File: config.mk
export PLATFORM = sky130hd
export DESIGN_NAME = fpfs_out_fifo_flat
export DESIGN_NICKNAME = d
export VERILOG_FILES = /design/src/fpfs_pkg.sv /design/src/fpfs_if.sv /design/src/fpfs_out_fifo.sv /design/src/flat_wrapper.sv
export SDC_FILE = /design/constraint.sdc
export NUM_CORES = 1
export LEC_CHECK = 0
export ABC_AREA = 0
export BUFFER_PORTS_ARGS = -buffer_cell sky130_fd_sc_hd__buf_4
export CAP_MARGIN = 30
export CORE_UTILIZATION = 35
export DETAILED_ROUTE_END_ITERATION = 16
export HOLD_SLACK_MARGIN = 0.08
export PLACE_DENSITY_LB_ADDON = 0.2
export SETUP_SLACK_MARGIN = 0.02
export SLEW_MARGIN = 5
export SYNTH_ARGS = -nofsm -noshare
export SYNTH_HDL_FRONTEND = slang
export SYNTH_SLANG_ARGS = --single-unit
File: constraint.sdc
create_clock -name clk -period 2.69 [get_ports clk]
set_input_delay 0.1345 -clock clk [delete_from_list [all_inputs] [get_ports clk]]
set_output_delay 0.1345 -clock clk [all_outputs]
set_load 0.005 [all_outputs]
File: src/fpfs_pkg.sv
// Shared types, constants and helper functions for the fan power solver.
// No dependencies; every other file but fpfs_if imports this package.
`timescale 1ns / 1ps
`default_nettype none

package fpfs_pkg;

    // Full scale power, 100 percent in Q7.16.
    localparam logic [22:0] FULL_POWER = 23'd6553600;
    // Largest outlet flow, Q12.8.
    localparam logic [19:0] FLOW_MAX   = 20'hFFFFF;
    // Reciprocals for division by 5 and by 50, scaled by 2^32 and rounded up.
    localparam logic [31:0] RECIP5     = 32'd858993460;
    localparam logic [31:0] RECIP50    = 32'd85899346;

    // Configuration register indexes.
    typedef enum logic [2:0] {
        CFG_CURVES_M100  = 3'd0,
        CFG_CURVES_M50   = 3'd1,
        CFG_CURVES_ZERO  = 3'd2,
        CFG_FLOW_PER_VEL = 3'd3,
        CFG_MIN_POWER    = 3'd4,
        CFG_MAX_POWER    = 3'd5
    } cfg_index_t;

    // Result status codes.
    typedef enum logic [2:0] {
        ST_OK          = 3'd0,
        ST_NONE        = 3'd1,
        ST_BELOW       = 3'd2,
        ST_EXTRAP      = 3'd3,
        ST_UNREACHABLE = 3'd4
    } status_t;

    // Curve set seen by every cell: index 0 is gate -100, 1 is -50, 2 is 0.
    typedef struct packed {
        logic [2:0][63:0] curves;
        logic [15:0]      flow_per_velocity;
    } curve_cfg_t;

    // Item context that travels down the chain of bisection cells.
    typedef struct packed {
        logic              valid;
        logic [19:0]       target;
        logic signed [7:0] gate;
        logic [22:0]       low;
        logic [22:0]       high;
        logic [22:0]       mid;
        logic              unreach;
    } cell_ctx_t;

    // One result item.
    typedef struct packed {
        logic [22:0] fan_power;
        status_t     solve_status;
    } result_t;

    // Entry idx of the exp table: exp(-step*idx), Q0.16, with the step
    // factor given as Q0.32 input y (16 / depth). Elaboration only.
    function automatic logic [16:0] exp_entry(input int unsigned idx, input logic [63:0] y);
        logic [63:0] term;
        logic [63:0] acc;
        logic [63:0] cur;
        logic [63:0] r;
        int unsigned n;
        term = 64'd1 << 32;
        acc  = term;
        for (n = 1; n < 20; n++)
        begin
            term = ((term * y) >> 32) / 64'(n);
            if (n[0])
                acc = acc - term;
            else
                acc = acc + term;
        end
        cur = 64'd1 << 32;
        for (n = 0; n < idx; n++)
        begin
            cur = (cur * acc) >> 32;
        end
        r = (cur + 64'd32768) >> 16;
        return (r > 64'd65536) ? 17'd65536 : r[16:0];
    endfunction

endpackage

`default_nettype wire

File: src/fpfs_if.sv
// Valid/ready channel interfaces for request and result items.
// Depends on nothing.
`timescale 1ns / 1ps
`default_nettype none


interface fpfs_res_if;
    logic        valid;
    logic        ready;
    logic [22:0] fan_power;
    logic [2:0]  solve_status;
    modport source (output valid, output fan_power, output solve_status, input ready);
    modport sink   (input valid, input fan_power, input solve_status, output ready);
endinterface

`default_nettype wire

File: src/fpfs_out_fifo.sv
// Two-entry result queue that decouples the cell chain from the consumer.
// Depends on fpfs_pkg and fpfs_if.
`timescale 1ns / 1ps
`default_nettype none

module fpfs_out_fifo
    import fpfs_pkg::*;
(
    input  wire logic    clk,
    input  wire logic    rst_n,
    input  wire logic    push,
    input  wire result_t push_data,
    output logic         space,
    fpfs_res_if.source   res
);

    result_t    mem_reg [2];
    logic       wptr_reg;
    logic       rptr_reg;
    logic [1:0] count_reg;
    logic [1:0] count_next;
    logic       pop;

    assign pop   = res.valid && res.ready;
    assign space = count_reg < 2'd2;

    always_comb
    begin
        count_next = count_reg;
        if (push && !pop)
            count_next = count_reg + 2'd1;
        else if (pop && !push)
            count_next = count_reg - 2'd1;
    end

    // Pointers and fill count.
    always_ff @(posedge clk or negedge rst_n)
    begin
        if (!rst_n)
        begin
            wptr_reg  <= 1'b0;
            rptr_reg  <= 1'b0;
            count_reg <= 2'd0;
        end
        else
        begin
            if (push)
                wptr_reg <= !wptr_reg;
            if (pop)
                rptr_reg <= !rptr_reg;
            count_reg <= count_next;
        end
    end

    // Storage.
    always_ff @(posedge clk)
    begin
        if (push)
            mem_reg[wptr_reg] <= push_data;
    end

    assign res.valid        = count_reg != 2'd0;
    assign res.fan_power    = mem_reg[rptr_reg].fan_power;
    assign res.solve_status = mem_reg[rptr_reg].solve_status;

endmodule

`default_nettype wire

File: src/flat_wrapper.sv
// flat-port wrapper written by rule: the top's interface ports become plain ports
module fpfs_out_fifo_flat import fpfs_pkg::*;
  (clk, rst_n, push, push_data, space, res_valid, res_fan_power, res_solve_status, res_ready);
  fpfs_res_if res_i ();
  input  wire logic clk;
  input  wire logic rst_n;
  input  wire logic push;
  input  wire result_t push_data;
  output logic space;
  output wire logic [$bits(res_i.valid)-1:0] res_valid;
  output wire logic [$bits(res_i.fan_power)-1:0] res_fan_power;
  output wire logic [$bits(res_i.solve_status)-1:0] res_solve_status;
  input wire logic [$bits(res_i.ready)-1:0] res_ready;
  assign res_valid = res_i.valid;
  assign res_fan_power = res_i.fan_power;
  assign res_solve_status = res_i.solve_status;
  assign res_i.ready = res_ready;
  fpfs_out_fifo u_core (.clk(clk), .rst_n(rst_n), .push(push), .push_data(push_data), .space(space), .res(res_i));
endmodule
==> results.json, run 1 <==
{
  "vias_per_cell": 4.31,
  "maxCapViolCount": 0,
  "num_vias": 1143,
  "cts_tree": "built",
  "drt_pass1_iterations": 4,
  "largest_reg_flops": 52,
  "seq_area_frac_synth_pct": 76.8,
  "die_h_um": 80.6,
  "track_usage_pct": 12.4,
  "yosys_warnings": 0,
  "peakVddDrop_mv": 0.486,
  "tightest_slew_ns": 0.620,
  "setup_violations": 0,
  "fin_skew_ns": 0.00935,
  "power_density_mw_per_mm2": 888,
  "die_width_um": 80.6,
  "path_delay_family": "flip-flops",
  "cts.sinks": 56,
  "start_util_pct": 36.3,
  "syn_avg_cell_area_um2": 22.3,
  "crit_slowest_cell": "dfrtp_1",
  "diodes": 0,
  "die_area_mm2": 0.00650,
  "hold_class": "in2reg",
  "power.leakage_nw": 1.22,
  "totalNegativeSetupSlack_ns": 0,
  "crit_buf_inv": 2,
  "io_buffers": 57,
  "rows": 28,
  "syn-cell-area_mm2": 0.00216,
  "fmax_mhz": 515,
  "synth_nets": 128,
  "syn_inst": 97,
  "max_stage_delay_ns": 0.75,
  "cts_buffers": 5,
  "cts_setup_buffers": 0,
  "drt_iter0_drc": 19,
  "status": "finished, final reports clean",
  "clock-root-buffer": "clkbuf_8",
  "critical_path_required_ns": 2.56,
  "path_max_fanout": 18,
  "final_max_slew_viol_count": 0,
  "hold_viol": 0,
  "ios": 58,
  "final_nets": 220,
  "gp_congestion": 0.619,
  "clock_latency_ns": 0.30,
  "end_kind": "output port",
  "clockBufferDepth": 2,
  "post_cts_resized": 0,
  "synth_cell_types": 15,
  "power_mw": 2.72,
  "wl_um": 3780,
  "slew_headroom_pct": 58.6,
  "grt_pass1_vias": 1232,
  "antenna_left": 0,
  "antenna_found_initial": 0,
  "arrival_ns": 1.81,
  "path_class": "reg2out",
  "ctsHoldBuffers": 28,
  "drc_errors": 0,
  "h-tree-depth": 2,
  "routed_wire_length_per_instance_um": 14.3,
  "hpwl_um": 2510,
  "drive_gt1_share_pct": 49.5,
  "layout_commonest_cell": "buf_4",
  "startpoint_type": "register",
  "path_cells": "buf_12, mux2_2, buf_4",
  "grt_setup_unrepaired": "false",
  "path_clk_slew_ns": 0.09,
  "grt_max_degree": 27,
  "min_period_over_period_pct": 72.1,
  "grt_pass1_wl_um": 5740,
  "min_period_ns": 1.94,
  "final_cell_mix": "59 x buf_4, 52 x edfxtp_1, 28 x dlygate4sd3_1",
  "fin_util_pct": 51.4,
  "ys_seq_elements": 56,
  "grt-ovfl-total": 0,
  "syn2layout_area_growth_pct": 41.4,
  "core_area_mm2": 0.00596
}
==> report_power, final <==
part	total (mW)	internal (mW)	switching, mW
clock	0.519	0.276	0.243
sequential	1.26	1.16	0.0960
combinational	0.937	0.592	0.345
==> tightest hold or removal path, delay by kind of cell <==
kind,cells,cell delay (ns)
xor gates and xnor gates,1,0.07
buffers and inverters,1,0.11
and+or+nand+nor,1,0.09
==> metal layers <==
layer | track usage, % | share of wire [%]
met1 | 14.5 | 41
met2 | 21.6 | 54
met3 | 3.98 | 4.8
met4 | 3.75 | 0.50
met5 | 0 | 0
==> final timing paths <==
path                                        startpoint                              end  slack (ns)  depth (start not counted)
setup / recovery           u_core.rptr_reg$_DFFE_PN0P_                 res_fan_power[7]        0.75                          3
hold / removal                               res_ready      u_core.rptr_reg$_DFFE_PN0P_        0.13                          3
setup reg to reg           u_core.wptr_reg$_DFFE_PN0P_  u_core.mem_reg[0][15]$_DFFE_PP_        1.16                          2
hold reg to reg            u_core.wptr_reg$_DFFE_PN0P_      u_core.wptr_reg$_DFFE_PN0P_        0.51                          1
max in group asynchronous                        rst_n  u_core.count_reg[0]$_DFFE_PN0P_        2.43                          2
min in group asynchronous                        rst_n      u_core.wptr_reg$_DFFE_PN0P_        0.16                          2
==> cells in the mapped netlist <==
cell type  number  share of area, %
nor2_1          1              0.17
xnor2_1         3               1.2
dfrtp_1         4               4.6
ha_1            1              0.58
or2_1           1              0.29
nand2_1         1              0.17
xor2_1          2              0.81
nor2b_1         1              0.29
inv_1           1              0.17
mux2_2          7               3.6
mux2_4         19                13
and2_1          1              0.29
buf_6           1              0.52
buf_12          2               1.9
edfxtp_1       52                72
==> logic make-up after synthesis <==
family	after synthesis	share of synthesized area (%)
muxes	26	16.8
and+or+nand+nor	5	1.21
xor gates and xnor gates	5	2.02
adders and majority gates	1	0.578
DFF	56	76.8
buffers and inverters	4	2.54
==> per-stage QoR <==
stage | std cells | area (um2) | setup WS, ns | hold WS (ns)
finish | 265 | 3060 | 0.750 | 0.130
global placement | 229 | 2670 | 1.10 | -0.0625
CTS | 265 | 3060 | 0.701 | 0.125
floorplan | 97 | 2160 | 0.700 | -0.161
detailed placement | 229 | 2670 | 1.05 | -0.0630
global route | 265 | 3060 | 0.629 | 0.125
==> area by class of cell <==
type | instances | area [um2]
clock buffer | 6 | 72.6
tap | 75 | 93.8
sequential | 56 | 1660
fill | 524 | 2900
clock inverter | 2 | 35.0
timing repair buffer | 88 | 743
inverter | 1 | 3.75
multi-input combinational | 37 | 449
No activity file was read; power rests on OpenSTA's default activity.
==> inputs of run 2 (changes only) <==
Clock period 2.69 ns to 1.8 ns, I/O delays scaled along.
==> results.json, run 2 (synthesis gave the netlist of run 1 again) <==
{
  "status": "finished, final reports clean",
  "power_mw": 4.03,
  "pwr-share-seq_pct": 45.3,
  "clock_latency_ns": 0.30,
  "end_kind": "output port",
  "gp_congestion": 0.687,
  "syn2layout_area_growth_pct": 42.3,
  "grt-ovfl-total": 0,
  "drive_gt1_share_pct": 50.0,
  "placedInstanceArea_mm2": 0.00268,
  "drt_iter0_drc": 39,
  "clockBufferDepth": 2,
  "grt_pass1_wl_um": 5470,
  "rrSetupSlack_ns": 0.39,
  "final_max_slew_viol_count": 0,
  "maxCapViolCount": 0,
  "fill_cells": 529,
  "finalWorstSetupSlack_ns": 0.256,
  "die_area_mm2": 0.00650,
  "clock-root-buffer": "clkbuf_8",
  "final_cell_mix": "63 x buf_4, 52 x edfxtp_1, 29 x dlygate4sd3_1",
  "hold_viol": 0,
  "grt_max_degree": 17,
  "wl_um": 3460,
  "hold_class": "in2async",
  "internal_power_mw": 3.03,
  "path_max_fanout": 16,
  "die_width_um": 80.6,
  "slew_headroom_pct": 82.3,
  "reg2regPathDepth": 6,
  "h-tree-depth": 2,
  "diodes": 0,
  "vias_per_cell": 4.29,
  "final_nets": 224,
  "io_buffers": 57,
  "drc_errors": 0,
  "switching_share_pct": 24.9,
  "peakVddDrop_mv": 0.777,
  "path_class": "reg2out",
  "largest_reg_flops": 52,
  "setup_violations": 0,
  "design_area_mm2": 0.00308,
  "cts.sinks": 56,
  "core_area_mm2": 0.00596,
  "ios": 58,
  "startpoint": "u_core.rptr_reg$_DFFE_PN0P_",
  "switchingPower_mw": 1.00,
  "track_usage_pct": 11.7,
  "pre_cts_slack_ns": 0.395,
  "p_clk_share_pct": 19.0,
  "rows": 28,
  "tightest_slew_ns": 0.266,
  "drt_pass1_iterations": 2,
  "min_period_ns": 1.54,
  "fin_skew_ns": 0.00939,
  "holdWs_ns": 0.109,
  "layout_commonest_cell": "buf_4",
  "min_period_over_period_pct": 85.8,
  "start_util_pct": 36.3,
  "totalNegativeSetupSlack_ns": 0,
  "power.leakage_nw": 1.24,
  "num_vias": 1155,
  "hpwl_um": 2360,
  "die_h_um": 80.6,
  "path_clk_slew_ns": 0.09,
  "grt_pass1_vias": 1228,
  "antenna_found_initial": 0,
  "worstReg2RegEnd": "u_core.count_reg[1]$_DFFE_PN0P_",
  "fmax_mhz": 648,
  "grt_setup_unrepaired": "false",
  "routed_wire_length_per_instance_um": 12.8,
  "r2r_start": "u_core.count_reg[0]$_DFFE_PN0P_",
  "startpoint_type": "register",
  "power_density_mw_per_mm2": 1310,
  "arrival_ns": 1.45,
  "critical_path_required_ns": 1.71,
  "antenna_left": 0,
  "cts_buffers": 5,
  "cts_tree": "built",
  "p_comb_share_pct": 35.8,
  "cts_setup_buffers": 0
}
## run 2: final cells by class
class	instances	area, um2	area share (%)
Clock buffer	5	68.8	2.23
Timing Repair Buffer	92	763	24.8
Clock inverter	3	37.5	1.22
Sequential cell	56	1660	54.0
Inverter	1	3.75	0.122
Multi-Input combinational cell	37	449	14.6
Tap cell	75	93.8	3.05
## run 2: how the worst max path moves through the flow
stage	depth (start not counted)	endpoint	slack, ns
final	3	res_fan_power[14]	0.26
after global routing	3	res_fan_power[13]	0.19
after CTS	3	res_fan_power[14]	0.23
after detailed placement	6	u_core.count_reg[1]$_DFFE_PN0P_	0.40
after global placement	6	u_core.count_reg[1]$_DFFE_PN0P_	0.47
after floorplan	1	u_core.mem_reg[0][0]$_DFFE_PP_	0.29
## run 2: routing by layer
metal  track usage, %  wire (um)  vias up
li1                 -          -      559
met1             12.9       1360      557
met2             21.4       1920       35
met3             3.07        148        4
met4             4.29         35        0
met5                0          0        -
## run 2: power groups by stage
stage	Sequential, mW	Combinational (mW)	Clock, mW
after floorplan	1.83	0.909	0
after global placement	1.83	1.40	0
after detailed placement	1.86	1.43	0
after CTS	1.83	1.48	0.796
after global routing	1.85	1.58	0.843
final	1.82	1.44	0.765
## run 2: worst max-delay path, stage by stage (launching register included)
cell and delay [ns]:
dfrtp_2 0.37, buf_4 0.27, mux2_2 0.37, buf_4 0.13
## run 2: stage by stage
| stage | cells | utilization, % |
|---|---|---|
| after global placement | 232 | 45.0 |
| final | 269 | 51.7 |
| after global routing | 269 | 51.7 |
| after detailed placement | 232 | 45.0 |
| after floorplan | 97 | - |
| after CTS | 269 | 51.7 |
## run 2: what timing repair did
item | CTS | global route
endpoints found under the hold margin | 58 | 0
gates resized for setup | 0 | 0
hold buffers | 29 | 0
==> inputs of run 3 (changes only) <==
Settings changed: BUFFER_PORTS_ARGS -buffer_cell sky130_fd_sc_hd__buf_4 to not set, DONT_BUFFER_PORTS set to 1, MAX_ROUTING_LAYER set to met4.
==> results.json, run 3 (synthesis gave the netlist of run 1 again) <==
{
  "path_clk_slew_ns": 0.09,
  "clock_latency_ns": 0.29,
  "end_kind": "output port",
  "peakVddDrop_mv": 0.732,
  "power.leakage_nw": 0.964,
  "die_area_mm2": 0.00650,
  "grt_setup_unrepaired": "false",
  "diodes": 0,
  "vias_per_cell": 4.53,
  "ios": 58,
  "h-tree-depth": 2,
  "final_cell_mix": "52 x edfxtp_1, 30 x dlygate4sd3_1, 19 x mux2_4",
  "drc_errors": 0,
  "crit_slowest_cell": "dfrtp_2",
  "antenna_found_initial": 0,
  "layout_commonest_cell": "edfxtp_1",
  "setup_violations": 0,
  "register_area_mm2": 0.00166,
  "power_density_mw_per_mm2": 1340,
  "drive_gt1_share_pct": 29.5,
  "arrival_ns": 1.50,
  "grt_pass1_wl_um": 5060,
  "max_stage_delay_ns": 0.58,
  "track_usage_pct": 11.4,
  "clockBufferDepth": 2,
  "startpoint_type": "register",
  "path_class": "reg2out",
  "fin_skew_ns": 0.00337,
  "cts_buffers": 5,
  "cts.sinks": 56,
  "drt_iter0_drc": 23,
  "min_period_ns": 1.59,
  "wl_um": 3260,
  "slew_headroom_pct": 77.7,
  "clock-root-buffer": "clkbuf_8",
  "tightest_slew_ns": 0.335,
  "die_width_um": 80.6,
  "die_h_um": 80.6,
  "io_buffers": 0,
  "final_max_slew_viol_count": 0,
  "critical_path_required_ns": 1.71,
  "status": "finished, final reports clean",
  "routed_wire_length_per_instance_um": 15.2,
  "multi_input_area_um2": 449,
  "maxCapViolCount": 0,
  "grt_pass1_vias": 1068,
  "start_util_pct": 36.3,
  "crit_buf_inv": 1,
  "grt_max_degree": 18,
  "path_max_fanout": 13,
  "cts_tree": "built",
  "path_delay_family": "flip-flops",
  "syn2layout_area_growth_pct": 22.6,
  "drt_pass1_iterations": 4,
  "path_cells": "buf_4, mux2_4",
  "final_nets": 169,
  "grt-ovfl-total": 0,
  "fill_cells": 548,
  "largest_reg_flops": 52,
  "core_area_mm2": 0.00596,
  "gp_congestion": 0.649,
  "min_period_over_period_pct": 88.5,
  "hold_viol": 0,
  "rows": 28,
  "totalNegativeSetupSlack_ns": 0,
  "fmax_mhz": 628,
  "num_vias": 970,
  "hold_class": "in2reg",
  "power_mw": 3.54,
  "antenna_left": 0
}
[run 3: stage by stage]
step	setup slack, ns	util (%)	area [um2]	hold WS, ns	instances
final	0.208	44.5	2650	0.238	214
after global routing	0.128	44.5	2650	0.249	214
after CTS	0.161	44.5	2650	0.238	214
after detailed placement	0.353	38.0	2260	-0.205	176
after global placement	0.447	38.0	2260	-0.205	176
after floorplan	0.295	-	2170	-0.206	97
[run 3: cell type report]
| cell class | instances | area share [%] |
|---|---|---|
| Sequential cell | 56 | 62.7 |
| Multi-Input combinational cell | 37 | 16.9 |
| Timing Repair Buffer | 37 | 13.3 |
| Tap cell | 75 | 3.54 |
| Clock buffer | 7 | 3.25 |
| Clock inverter | 1 | 0.142 |
| Inverter | 1 | 0.142 |
[run 3: timing repair]
| action | in CTS | in global routing |
|---|---|---|
| hold buffers | 30 | 0 |
| endpoints found under the hold margin | 59 | 0 |
| setup buffers | 0 | 0 |
| gates resized for setup | 0 | 0 |
[run 3: where the power goes]
group          internal, mW  total [mW]  switching, mW
Combinational         0.562        1.01          0.446
Clock                 0.309       0.660          0.351
Sequential             1.74        1.88          0.140
[run 3: worst register-to-register path: cells and delay by family (launching register included)]
kind / cells / cell delay [ns]
adder cells (fa/ha/maj): 1 / 0.18
flip-flops: 1 / 0.42
XOR/XNOR: 2 / 0.28
AND/OR/NAND/NOR: 3 / 0.47
[run 3: worst paths after layout]
check                                                start                         endpoint  slack (ns)  depth (start not counted)
max                            u_core.rptr_reg$_DFFE_PN0P_                 res_fan_power[3]        0.21                          2
min                                                   push  u_core.mem_reg[1][18]$_DFFE_PP_        0.24                          2
max reg2reg                u_core.count_reg[0]$_DFFE_PN0P_  u_core.count_reg[1]$_DFFE_PN0P_        0.34                          6
min reg2reg                    u_core.wptr_reg$_DFFE_PN0P_      u_core.wptr_reg$_DFFE_PN0P_        0.50                          1
max in group asynchronous                            rst_n      u_core.rptr_reg$_DFFE_PN0P_        1.04                          2
min in group asynchronous                            rst_n  u_core.count_reg[1]$_DFFE_PN0P_        0.58                          2
[run 3: routing by layer]
metal  GRT usage [%]  wire length, um  vias up
met3            3.18              217        7
met5               -                0        -
li1                -                -      450
met1            12.4             1230      475
met4            5.54               67        0
met2            19.3             1750       38
